File: src/design/transfer_function_lut_interpolator_macros.svh
// assertion macros shared by the transfer function table modules
`ifndef TRANSFER_FUNCTION_LUT_INTERPOLATOR_MACROS_SVH
`define TRANSFER_FUNCTION_LUT_INTERPOLATOR_MACROS_SVH

// same-cycle implication, checked on clk and idle during rst
`define TFL_ASSERT_IMP(label, ante, cons, msg) \
  label: assert property (@(posedge clk) disable iff (rst) (ante) |-> (cons)) \
    else $error(msg);

// next-cycle implication, checked on clk and idle during rst
`define TFL_ASSERT_NXT(label, ante, cons, msg) \
  label: assert property (@(posedge clk) disable iff (rst) (ante) |=> (cons)) \
    else $error(msg);

`endif

File: src/design/tfl_pkg.sv
// shared types, codes and helpers of the transfer function table block
package tfl_pkg;

  typedef enum logic [1:0] {
    ACT_LOAD_COLOR   = 2'd0,
    ACT_LOAD_OPACITY = 2'd1,
    ACT_REQUEST      = 2'd2
  } action_t;

  typedef enum logic [1:0] {
    KIND_COLOR,
    KIND_OPACITY,
    KIND_REQUEST
  } kind_t;

  typedef enum logic [0:0] {
    CFG_COLOR_COUNT   = 1'b0,
    CFG_OPACITY_COUNT = 1'b1
  } cfg_reg_t;

  localparam int QUEUE_DEPTH = 4;

  typedef struct packed {
    logic [1:0]  action;
    logic [5:0]  knot_index;
    logic [15:0] knot_red;
    logic [15:0] knot_green;
    logic [15:0] knot_blue;
    logic [15:0] knot_alpha;
    logic [15:0] knot_opacity;
    logic [9:0]  entry_index;
  } item_t;

  typedef struct packed {
    logic [9:0]  entry_number;
    logic [15:0] out_red;
    logic [15:0] out_green;
    logic [15:0] out_blue;
    logic [15:0] out_alpha;
  } result_t;

  // classified transaction handed from the front end to the back end
  typedef struct packed {
    kind_t       kind;
    logic [5:0]  knot_index;
    logic [63:0] color;       // alpha, blue, green, red from msb down
    logic [15:0] opacity;
    logic [9:0]  entry;
    logic        color_ok;
    logic        opacity_ok;
  } queue_item_t;

  function automatic logic [8:0] clamp_count(input logic [6:0] n, input int unsigned max_k);
    logic [8:0] lim;
    lim = 9'(max_k);
    if ({2'b00, n} > lim) return lim;
    return {2'b00, n};
  endfunction

endpackage

File: src/design/tfl_front.sv
// front end: takes transactions, drops the ones without effect, flags requests
module tfl_front import tfl_pkg::*; #(
  parameter int TABLE_SIZE = 1024,
  parameter int MAX_KNOTS  = 64
) (
  input  logic        clk,
  input  logic        rst,
  input  logic        item_valid,
  output logic        item_ready,
  input  item_t       item,
  input  logic [6:0]  color_knot_count,
  input  logic [6:0]  opacity_knot_count,
  output logic        push_valid,
  input  logic        push_ready,
  output queue_item_t push_item
);
  logic        fr_valid;
  queue_item_t fr_item;
  queue_item_t cls_item;
  logic        cls_keep;
  logic [8:0]  nc;
  logic [8:0]  no;
  logic        in_range;

  assign nc       = clamp_count(color_knot_count, MAX_KNOTS);
  assign no       = clamp_count(opacity_knot_count, MAX_KNOTS);
  assign in_range = int'(item.entry_index) < TABLE_SIZE;

  always_comb begin
    cls_item.kind       = KIND_REQUEST;
    cls_item.knot_index = item.knot_index;
    cls_item.color      = {item.knot_alpha, item.knot_blue, item.knot_green, item.knot_red};
    cls_item.opacity    = item.knot_opacity;
    cls_item.entry      = item.entry_index;
    cls_item.color_ok   = (nc >= 9'd2) && in_range;
    cls_item.opacity_ok = (no >= 9'd2) && in_range;
    cls_keep            = 1'b0;
    unique case (item.action)
      ACT_LOAD_COLOR: begin
        cls_item.kind = KIND_COLOR;
        cls_keep      = int'(item.knot_index) < MAX_KNOTS;
      end
      ACT_LOAD_OPACITY: begin
        cls_item.kind = KIND_OPACITY;
        cls_keep      = int'(item.knot_index) < MAX_KNOTS;
      end
      ACT_REQUEST: begin
        cls_keep = 1'b1;
      end
      default: cls_keep = 1'b0;
    endcase
  end

  assign item_ready = !fr_valid || push_ready;
  assign push_valid = fr_valid;
  assign push_item  = fr_item;

  always_ff @(posedge clk) begin
    if (rst) begin
      fr_valid <= 1'b0;
    end else if (item_ready) begin
      fr_valid <= item_valid && cls_keep;
    end
  end

  always_ff @(posedge clk) begin
    if (item_ready) fr_item <= cls_item;
  end

endmodule

File: config.mk
export PLATFORM = sky130hd
export DESIGN_NAME = tfl_front
export DESIGN_NICKNAME = d
export VERILOG_FILES = /design/src/design/transfer_function_lut_interpolator_macros.svh /design/src/design/tfl_pkg.sv /design/src/design/tfl_front.sv
export SDC_FILE = /design/constraint.sdc
export NUM_CORES = 1
export LEC_CHECK = 0
export BUFFER_PORTS_ARGS = -buffer_cell sky130_fd_sc_hd__clkbuf_2
export CAP_MARGIN = 15
export CORE_ASPECT_RATIO = 0.75
export CORE_UTILIZATION = 43
export DETAILED_ROUTE_END_ITERATION = 10
export PLACE_DENSITY = 0.84
export REMOVE_ABC_BUFFERS = 1
export SLEW_MARGIN = 10
export SYNTH_ARGS = -nofsm -noshare
export SYNTH_HDL_FRONTEND = slang
export SYNTH_SLANG_ARGS = --single-unit
export TNS_END_PERCENT = 1
File: constraint.sdc
create_clock -name clk -period 6 [get_ports clk]
set_input_delay 1.2 -clock clk [delete_from_list [all_inputs] [get_ports clk]]
set_output_delay 1.2 -clock clk [all_outputs]
set_load 0.005 [all_outputs]
Word-level counts from Yosys, hierarchy flattened
Index checks and enable logic that the tools add are counted.
W data, S select, Z words.
- magnitude comparators: 4
- equality and inequality tests: 2
- multiplexer cells: 8
- reduce and logical (&&, ||, !) cells: 5
- operators by type and width (operator ; number):
    $mux W9 ; 4
    $ge A9 B2 Y1 const B ; 2
    $gt A7 B7 Y1 const B ; 2
    $pmux W2 S2 ; 1
    $mux W1 ; 3
    $reduce_or A3 Y1 ; 1
    $eq A2 B1 Y1 const B ; 1
    $eq A2 B2 Y1 const B ; 1
    $logic_not A2 Y1 ; 1
    $logic_and A1 B1 Y1 ; 1
    $logic_not A1 Y1 ; 1
    $logic_or A1 B1 Y1 ; 1
- flip-flop bits (word level): 101
- input port bits: 116
- output and inout bits: 102
- word-level logic and storage cells: 27

Logic depth before layout (Yosys ltp)
- word-level depth: 4
- gate-level depth with buffers: 2

Worst setup path after synthesis
Ideal clock, no wire load.
- kind: input to output
- start point: input port push_ready
- end point: output port item_ready
- arrival: 3679 ps
- required time: 4800 ps
- slack: 1121 ps
- cell stages on the path: 1
- path buffers: 0
- cell sequence: nand2b_1
- cells in the longest elaborated chain, start to end: 1
- RTL lines (what ; RTL line ; text):
    from (decl) ; tfl_front.sv:14 ; input logic push_ready,
    $logic_or A1 B1 Y1 ; tfl_front.sv:54 ; assign item_ready = !fr_valid || push_ready;
    to (decl) ; tfl_front.sv:9 ; output logic item_ready,
Every way passes these cells.

Final worst setup path
Same ends and word-level chain as after synthesis.

==> run_results.csv <==
group,metric,value,unit
placed_design,place_ws,2.73,ns
grt,grt_max_degree,57,
grt,grt.total_usage,17.9,%
routing,antenna_left,0,
floorplan,coreArea,6860,um^2
synthesis,seq_area_frac_synth,98.1,%
cts,path_clk_slew,0.09,ns
cts,cts_tree,"yes",
grt,antenna_found_initial,0,
floorplan,die_w,99.8,um
worst_setup_path,worstPathRequired,4.80,ns
sta,timing.final.ws_setup,2.75,ns
pwr,seq_power_share,63.1,%
floorplan,die_h,75.3,um
routing,viasPerCell,4.46,
sta,setup_viol,0,
cts,cts_setup_buffers,0,
routing,num_vias,1965,
routing,wl,7080,um
routing,drt_pre_antenna_iters,5,
finish,areaGrowthSynthToFinish,45.1,%
sta,fin_skew,0.00818,ns
cts,cts_buffers,9,
grt,grt_pass1_wl,9380,um
finish,antenna_cells,0,
pwr,finalPower,0.00133,W
pwr,p_sw_share,22.0,%
outcome,status,"completed",
grt,overflow,0,
sta,final.period_utilization,54.2,%
synthesis,synth.distinct_cells,10,
floorplan,io_pins,218,
routing,drtIter0Drc,90,
placed_design,place.gp.congestion,0.783,
pwr,vdd_drop_max,172,uV
grt,grt_pass1_vias,1847,
synthesis,synth_area_leaders,"edfxtp_1 97%, dfxtp_1 0.65%, nor4_1 0.41%",
sta,rsz0062_at_grt,"false",
synthesis,syn_avg_cell_area,27.5,um^2
sta,setup_tns,0,ns
worst_setup_path,start_kind,"input pin",
floorplan,die_area,7510,um^2
pwr,p_int,0.00104,W
placed_design,portBuffers,215,
cts,clkSinkCount,101,
pwr,p_leak,2.05,nW
pwr,comb_power_share,7.8,%
synthesis,ys_warn_count,0,
hold_path,min_path_type,"flip-flop to flip-flop",
floorplan,initial_utilization,44.9,%
flow_run,drv_cap,0,
sta,slew_headroom,53.9,%
sta,worst_pin_slew,0.691,ns
cts,root_buffer,"clkbuf_8",
synthesis,syn_area,3080,um^2
sta,slew_viol_final,0,
cts,htreeDepth,3,
finish,fillers,511,
pwr,p_per_area,298,nW/um^2
pwr,switchingPower,0.000293,W
pwr,pwr-share-clk,29.1,%
worst_setup_path,end_kind,"output port",
synthesis,synth_top_cell_by_area,"edfxtp_1",
cts,clock_latency,0.35,ns
cts,cts_hold_buf,0,
floorplan,row_count,26,
sta,fin_crit,3.25,ns
routing,drc,0,
finish,fin_nets,454,
sta,fmax,0.307,GHz
synthesis,synth-seq-cells,101,
worst_setup_path,path_class,"input pin to output port",
worst_setup_path,critPathMaxFanout,47,
cts,clock_path_buffers,2,
routing,wire_per_inst,16.1,um
synthesis,postSynthCellCount,112,
worst_setup_path,worstPathArrival,2.05,ns
finish,final_util,65.2,%
synthesis,synth_top_area_share,97.4,%
finish,drive_gt1_share,67.6,%
sta,hold_violations,0,
cts,cts_resized,0,
## per-layer routing
| metal | vias up | track usage, % | wire [um] |
|---|---|---|---|
| met1 | 937 | 19.2 | 2510 |
| met5 | - | 0 | 0 |
| li1 | 902 | - | - |
| met3 | 12 | 8.53 | 755 |
| met4 | 0 | 7.19 | 116 |
| met2 | 114 | 31.4 | 3700 |
## cell usage after synthesis, drive strengths merged
library cell / instances
a21bo: 1
dfxtp: 1
nor2: 2
nand2b: 1
clkbuf: 1
nand2: 2
edfxtp: 100
a21oi: 1
nor2b: 1
nor4: 2
## layout by cell type (no fill, tap or decap), drive strengths merged
master	synthesis	routed
a21oi	1	1
nand2b	1	1
nor2	2	2
edfxtp	100	100
clkinvlp	0	1
nor4	2	2
nor2b	1	1
inv	0	2
a21bo	1	1
clkinv	0	4
buf	0	1
dfxtp	1	1
clkbuf	1	224
nand2	2	2
## through the flow
stage / instances / hold WS (ns) / area [um^2]
2_1_floorplan: 111 / 1.27 / 3080
3_5_place_dp: 425 / 1.01 / 4290
3_3_place_gp: 425 / 0.943 / 4290
4_1_cts: 441 / 0.992 / 4470
5_1_grt: 441 / 0.980 / 4470
6_report: 441 / 0.998 / 4470
## flip-flops by register name, summed over array words and instances (netlist names)
signal / count
push_item: 100
push_valid: 1
## critical path: stages
cell and delay [ns]:
clkbuf_2 0.09, nand2b_4 0.51, clkbuf_2 0.22
## worst paths after layout
path                                              start                 endpoint  slack (ns)  cells after the start
worst max-delay path                         push_ready               item_ready        2.75                      3
worst max register to register  push_valid$_SDFFE_PP0P_  push_item[14]$_DFFE_PP_        4.13                      2
worst min register to register  push_valid$_SDFFE_PP0P_  push_valid$_SDFFE_PP0P_         1.0                      2
worst min-delay path            push_valid$_SDFFE_PP0P_  push_valid$_SDFFE_PP0P_         1.0                      2
## cells by family after synthesis
group / count (synthesis) / synth area share [%]
buf+inv: 1 / 0.122
compound gates: 2 / 0.487
simple gates: 8 / 1.30
flops: 101 / 98.1
## layout make-up
class / instances / area [um^2] / area share (%)
clock buffers: 9 / 124 / 2.77
clock inverters: 7 / 57.6 / 1.29
multi-input cells: 10 / 62.6 / 1.40
flip-flops and latches: 101 / 3020 / 67.6
well taps: 98 / 123 / 2.74
repair buffers: 216 / 1080 / 24.2
## power groups by stage
| stage | sequential, W | combinational (W) | clock [W] |
|---|---|---|---|
| finish | 0.000840 | 0.000104 | 0.000388 |
| global route | 0.000845 | 0.000113 | 0.000427 |
| CTS | 0.000841 | 0.000106 | 0.000400 |
| detailed placement | 0.000857 | 0.000106 | 0 |
| global placement | 0.000854 | 0.000102 | 0 |
| floorplan | 0.000866 | 0.00000958 | 0 |
Power figures use the tool's default switching activity.
