`src/design/transfer_function_lut_interpolator_macros.svh`:
```
// assertion macros shared by the transfer function table modules
`ifndef TRANSFER_FUNCTION_LUT_INTERPOLATOR_MACROS_SVH
`define TRANSFER_FUNCTION_LUT_INTERPOLATOR_MACROS_SVH

// same-cycle implication, checked on clk and idle during rst
`define TFL_ASSERT_IMP(label, ante, cons, msg) \
  label: assert property (@(posedge clk) disable iff (rst) (ante) |-> (cons)) \
    else $error(msg);

// next-cycle implication, checked on clk and idle during rst
`define TFL_ASSERT_NXT(label, ante, cons, msg) \
  label: assert property (@(posedge clk) disable iff (rst) (ante) |=> (cons)) \
    else $error(msg);

`endif

```
`src/design/tfl_pkg.sv`:
```
// shared types, codes and helpers of the transfer function table block
package tfl_pkg;

  typedef enum logic [1:0] {
    ACT_LOAD_COLOR   = 2'd0,
    ACT_LOAD_OPACITY = 2'd1,
    ACT_REQUEST      = 2'd2
  } action_t;

  typedef enum logic [1:0] {
    KIND_COLOR,
    KIND_OPACITY,
    KIND_REQUEST
  } kind_t;

  typedef enum logic [0:0] {
    CFG_COLOR_COUNT   = 1'b0,
    CFG_OPACITY_COUNT = 1'b1
  } cfg_reg_t;

  localparam int QUEUE_DEPTH = 4;

  typedef struct packed {
    logic [1:0]  action;
    logic [5:0]  knot_index;
    logic [15:0] knot_red;
    logic [15:0] knot_green;
    logic [15:0] knot_blue;
    logic [15:0] knot_alpha;
    logic [15:0] knot_opacity;
    logic [9:0]  entry_index;
  } item_t;

  typedef struct packed {
    logic [9:0]  entry_number;
    logic [15:0] out_red;
    logic [15:0] out_green;
    logic [15:0] out_blue;
    logic [15:0] out_alpha;
  } result_t;

  // classified transaction handed from the front end to the back end
  typedef struct packed {
    kind_t       kind;
    logic [5:0]  knot_index;
    logic [63:0] color;       // alpha, blue, green, red from msb down
    logic [15:0] opacity;
    logic [9:0]  entry;
    logic        color_ok;
    logic        opacity_ok;
  } queue_item_t;

  function automatic logic [8:0] clamp_count(input logic [6:0] n, input int unsigned max_k);
    logic [8:0] lim;
    lim = 9'(max_k);
    if ({2'b00, n} > lim) return lim;
    return {2'b00, n};
  endfunction

endpackage

```
`src/design/tfl_fifo.sv`:
```
// short queue between the classifying front end and the interpolation back end
`include "transfer_function_lut_interpolator_macros.svh"

module tfl_fifo import tfl_pkg::*; (
  input  logic        clk,
  input  logic        rst,
  input  logic        push_valid,
  output logic        push_ready,
  input  queue_item_t push_item,
  output logic        pop_valid,
  input  logic        pop_ready,
  output queue_item_t pop_item
);
  localparam int PTW = $clog2(QUEUE_DEPTH);
  localparam int CW  = $clog2(QUEUE_DEPTH + 1);

  queue_item_t      slots [QUEUE_DEPTH];
  logic [PTW-1:0]   wr_ptr;
  logic [PTW-1:0]   rd_ptr;
  logic [CW-1:0]    count;
  logic             push;
  logic             pop;

  assign push_ready = (count != CW'(QUEUE_DEPTH));
  assign pop_valid  = (count != '0);
  assign push       = push_valid && push_ready;
  assign pop        = pop_valid && pop_ready;
  assign pop_item   = slots[rd_ptr];

  always_ff @(posedge clk) begin
    if (rst) begin
      wr_ptr <= '0;
      rd_ptr <= '0;
      count  <= '0;
    end else begin
      if (push) wr_ptr <= wr_ptr + PTW'(1);
      if (pop) rd_ptr <= rd_ptr + PTW'(1);
      count <= count + CW'(push) - CW'(pop);
    end
  end

  always_ff @(posedge clk) begin
    if (push) slots[wr_ptr] <= push_item;
  end

  `TFL_ASSERT_IMP(a_queue_bound, 1'b1, count <= CW'(QUEUE_DEPTH), "queue count beyond depth")
  `TFL_ASSERT_NXT(a_queue_fill, push && !pop, count == $past(count) + CW'(1), "queue fill lost")
  `TFL_ASSERT_NXT(a_queue_drain, pop && !push, count == $past(count) - CW'(1), "queue drain lost")

endmodule

```
`config.mk`:
```
export PLATFORM = sky130hd
export DESIGN_NAME = tfl_fifo
export DESIGN_NICKNAME = d
export VERILOG_FILES = /design/src/design/tfl_pkg.sv /design/src/design/tfl_fifo.sv
export VERILOG_INCLUDE_DIRS = /design/src /design/src/design
export SDC_FILE = /design/constraint.sdc
export NUM_CORES = 1
export LEC_CHECK = 0
export ABC_AREA = 1
export BUFFER_PORTS_ARGS = -buffer_cell sky130_fd_sc_hd__buf_2
export CAP_MARGIN = 20
export CORE_MARGIN = 3
export CORE_UTILIZATION = 55
export CTS_BUF_LIST = sky130_fd_sc_hd__clkbuf_8
export DETAILED_ROUTE_END_ITERATION = 10
export GPL_ROUTABILITY_DRIVEN = 0
export GPL_TIMING_DRIVEN = 0
export PLACE_DENSITY = 0.81
export SETUP_SLACK_MARGIN = 0.2
export SLEW_MARGIN = 20
export SYNTH_ARGS = -nofsm -noshare
export SYNTH_HDL_FRONTEND = slang
export SYNTH_SLANG_ARGS = --single-unit
export TNS_END_PERCENT = 20
```
`constraint.sdc`:
```
create_clock -name clk -period 8.1 [get_ports clk]
set_clock_uncertainty 0.15 [all_clocks]
set_input_delay 1.62 -clock clk [delete_from_list [all_inputs] [get_ports clk]]
set_output_delay 1.62 -clock clk [all_outputs]
set_load 0.05 [all_outputs]
```
After elaboration in Yosys (flattened, before gate mapping) --
Memory sizes are Yosys's and may differ from the RTL's. A register that Yosys moved wholly into a read port is not among the register bits. Index checks and enable logic that the tools add are counted. Widths: inputs -> output; s select.
Storage, ports and cells: register bits 7, memory bits (writable) 400, input port bits 104, output and inout bits 102, logic and storage cells 16, memories 1
Cells by class: add/subtract/negate cells 4, eq/ne operators 1, muxes and demuxes 4, reductions and logical operators 3
Memory list:
- slots | depth 4, width 100, rd ports 1, clocked after Yosys merged registers in 1, write ports 1, RTL line tfl_fifo.sv:17 | queue_item_t slots [QUEUE_DEPTH];
Operator list (number):
- $add 2x1->2 const B | 2
- $mux 2 | 2
- $add 3x1->3 | 1
- $ne 3x3->1 const B | 1
- $reduce_bool 3->1 | 1
- $sub 3x1->3 | 1
- $logic_and 1x1->1 | 2
- $mux 1 | 2

Depth between registers and ports, before layout --
depth in word-level cells 4, depth in mapped cells 10, gate-level depth less buffers 10

Worst setup path after synthesis --
Ideal clock, no wire load.
path kind in2reg, start point input port push_valid, end point memory slots[0][0] (netlist name) (enable), setup time 560 ps, arrival 5937 ps, data required time 7390 ps, slack 1453 ps, stages on the path 2, buffers on the path 0, cells stage by stage nand2_1 -> nor2_1
On the way: word-level cells in the longest chain between the ends 3
RTL lines:
- from (decl) | RTL line tfl_fifo.sv:7 | input logic push_valid,
- $logic_and 1x1->1 | RTL line tfl_fifo.sv:26 | assign push = push_valid && push_ready;
- $mux 1 | RTL line tfl_fifo.sv:43 | if (push) slots[wr_ptr] <= push_item;
- $mux 1 (implied by the code) | RTL line tfl_fifo.sv:43
- to (decl) | RTL line tfl_fifo.sv:17
Every way passes these cells.

==> impl_metrics.json <==
{
  "cts_buffers": 61,
  "cts_tree": "built",
  "finalSetupViolCount": 0,
  "internal-power_mw": 3.90,
  "ys_ff_latch": 409,
  "start_kind": "flip-flop",
  "cts_root_buffer": "clkbuf_8",
  "clock_latency_ps": 590,
  "postCtsResizedCells": 0,
  "coreArea_um2": 27300,
  "slowest_stage": "clkbuf_1",
  "min_from": "rd_ptr[0]",
  "synth_flop_cell": "edfxtp_1",
  "syn_area_um2": 15400,
  "io_buffers": 205,
  "power_switching_mw": 2.45,
  "timing.rr.start": "count[1]",
  "worst-path-stages": 5,
  "antenna_found_initial": 10,
  "overflow": 0,
  "worst-path-max-fanout": 10,
  "drt_wl_total_mm": 36.3,
  "num_vias": 9763,
  "powerDensity_nw_per_um2": 343,
  "ys.warnings.count": 0,
  "grt_max_degree": 25,
  "cts_setup_buffers": 0,
  "crit_arrival_ps": 2410,
  "path_clk_slew_ps": 60,
  "synth-edff-count": 400,
  "synth.largest_area_cell": "edfxtp_1",
  "multi_input_area_um2": 2680,
  "initial_utilization_pct": 56.6,
  "cpLargestDelayFamily": "buffers and inverters",
  "drt_iter0_markers": 788,
  "r2r_end": "slots[0][49]",
  "wl_met3_mm": 3.07,
  "netlist-cell-type-count": 25,
  "worstRegToRegCells": 8,
  "grt_setup_unrepaired": "false",
  "combPwrFrac_pct": 34.9,
  "fmax_ghz": 0.240,
  "htree_levels": 2,
  "postSynth.asyncResetShare_pct": 0,
  "first_pass_iters": 6,
  "final_util_pct": 67.9,
  "fin_nets": 1430,
  "cts.sinks": 409,
  "grt_usage_pct": 23.5,
  "io_pins": 206,
  "ctsHoldBuffers": 0,
  "layout-drive-gt1-share_pct": 25.8,
  "crit_path_end_kind": "output pin",
  "crit_type": "flip-flop to output pin",
  "dp_hpwl_mm": 22.5,
  "grt_pass1_wl_mm": 55.3,
  "cap_violations": 0,
  "status": "complete, no violations",
  "layout_min_cycle_time_ps": 4180,
  "met1_length_mm": 14.2,
  "ant_nets": 0,
  "synthCells": 1032,
  "fp-row-count": 60,
  "hold_class": "flip-flop to flip-flop",
  "hold_viol_final": 0,
  "grt_pass1_vias": 9984,
  "wl_per_cell_um": 20.9,
  "ys_seq_area_share_pct": 79.0,
  "wl_met2_mm": 18.2,
  "fin_crit_sh_pct": 51.5,
  "synth_most_common_cell": "edfxtp_1",
  "power_frac_seq_pct": 41.4,
  "r2r_slack_ps": 5340,
  "path_cells": "clkinv_1, clkbuf_1, o21ai_1, o22ai_1, buf_2",
  "cp_num_buf_inv": 3,
  "syn_nets": 1143,
  "ys_top_cells_by_area": "edfxtp_1 (78%), nor2_1 (5.2%), o22ai_1 (4.0%)",
  "maxSlewViolCount": 0,
  "clk_path_buf_depth": 3,
  "via_per_inst": 5.62,
  "die_area_um2": 30100,
  "dieWidth_um": 173,
  "drc": 0,
  "tightest_slew_ps": 669,
  "netlist_top_cells_count": "edfxtp_1 (400), nor2_1 (212), o21ai_0 (101), o22ai_1 (99), o21ai_1 (96)",
  "p_leak_nw": 6.65,
  "hold_depth": 2,
  "worstPathRequired_ps": 6330,
  "switching_share_pct": 38.6,
  "relSlewSlack_pct": 55.3,
  "pwr-share-clk_pct": 23.7,
  "total_power_mw": 6.36,
  "syn_area_per_cell_um2": 15.0,
  "slowest_delay_ps": 460,
  "top_layer": "met5",
  "die_h_um": 173,
  "fillCellCount": 1939,
  "vdd_drop_max_uv": 279,
  "syn2layout_area_growth_pct": 20.0,
  "synth_top_area_share_pct": 77.8,
  "regArea_um2": 12200
}
[metrics by stage]
step	std cells	worst slack (ps)	area, µm²	TNS (ps)	hold slack, ps
final	1736	3920	18500	0	379
after CTS	1734	3860	18500	0	379
after detailed placement	1628	4310	17400	0	320
after floorplan	1032	1450	15400	0	298
after global placement	1609	-1910	16900	-696650	314
after global routing	1736	3790	18500	0	417
[tightest hold or removal path, delay by kind of cell (launching register included)]
family	cells	cell delay, ps
flops	1	350
compound gates	1	70
simple gates	1	80
[worst max-delay path by stage]
stage	startpoint	to	slack [ps]
floorplan	push_valid	slots[0][0]	1450
global placement	push_valid	slots[0][20]	-1910
detailed placement	push_valid	slots[0][20]	4310
CTS	flip-flop	pop_item[2]	3860
global route	flip-flop	pop_item[0]	3790
finish	flip-flop	pop_item[0]	3920
[per-layer routing]
metal | up-vias | track usage, %
met3 | 80 | 6.18
met2 | 421 | 39.6
li1 | 4479 | -
met1 | 4767 | 30.5
met5 | - | 0
met4 | 16 | 6.42
[cell families (layout without fill, tap and decap cells)]
kind of cell	Yosys count	after routing	synth area share (%)
adders and majority gates	7	7	0.616
AOI/OAI and AO/OA	307	307	10.9
other	0	2	0
buffers and inverters	81	411	3.84
and+or+nand+nor	228	228	5.59
DFF	409	409	79.0
[area by class of cell]
class                           instances  area share (%)
Sequential cell                       409            65.9
Multi-Input combinational cell        542            14.5
Timing Repair Buffer                  224            8.00
Clock buffer                           66            4.91
Buffer                                 65            2.87
Tap cell                              372            2.51
Clock inverter                         40            1.02
Inverter                               16           0.338
Antenna cell                            2          0.0270
[power groups by stage]
stage               logic [mW]  clock network [mW]  registers, mW
detailed placement        2.23                   0           2.67
global placement          2.09                   0           2.73
global route              2.34                1.64           2.64
floorplan                 1.54                   0           2.70
CTS                       2.23                1.54           2.63
finish                    2.22                1.51           2.63
[registers in the layout, summed over array words and instances (netlist names), named ones only]
signal and count:
rd_ptr 2, wr_ptr 2, count 3, slots 400
[layout by cell type (no fill, tap or decap), drive strengths merged, types with 2 or more instances in the layout]
cell type	synthesis	routed
edfxtp	400	400
buf	33	257
nor2	213	213
o21ai	201	201
o22ai	100	100
clkbuf	32	98
inv	15	40
clkinv	1	13
nand2	12	12
dfxtp	9	9
ha	6	6
a21oi	4	4
nand3	3	3
diode	0	2
a21boi	2	2
clkinvlp	0	2
Power figures use the tool's default switching activity.
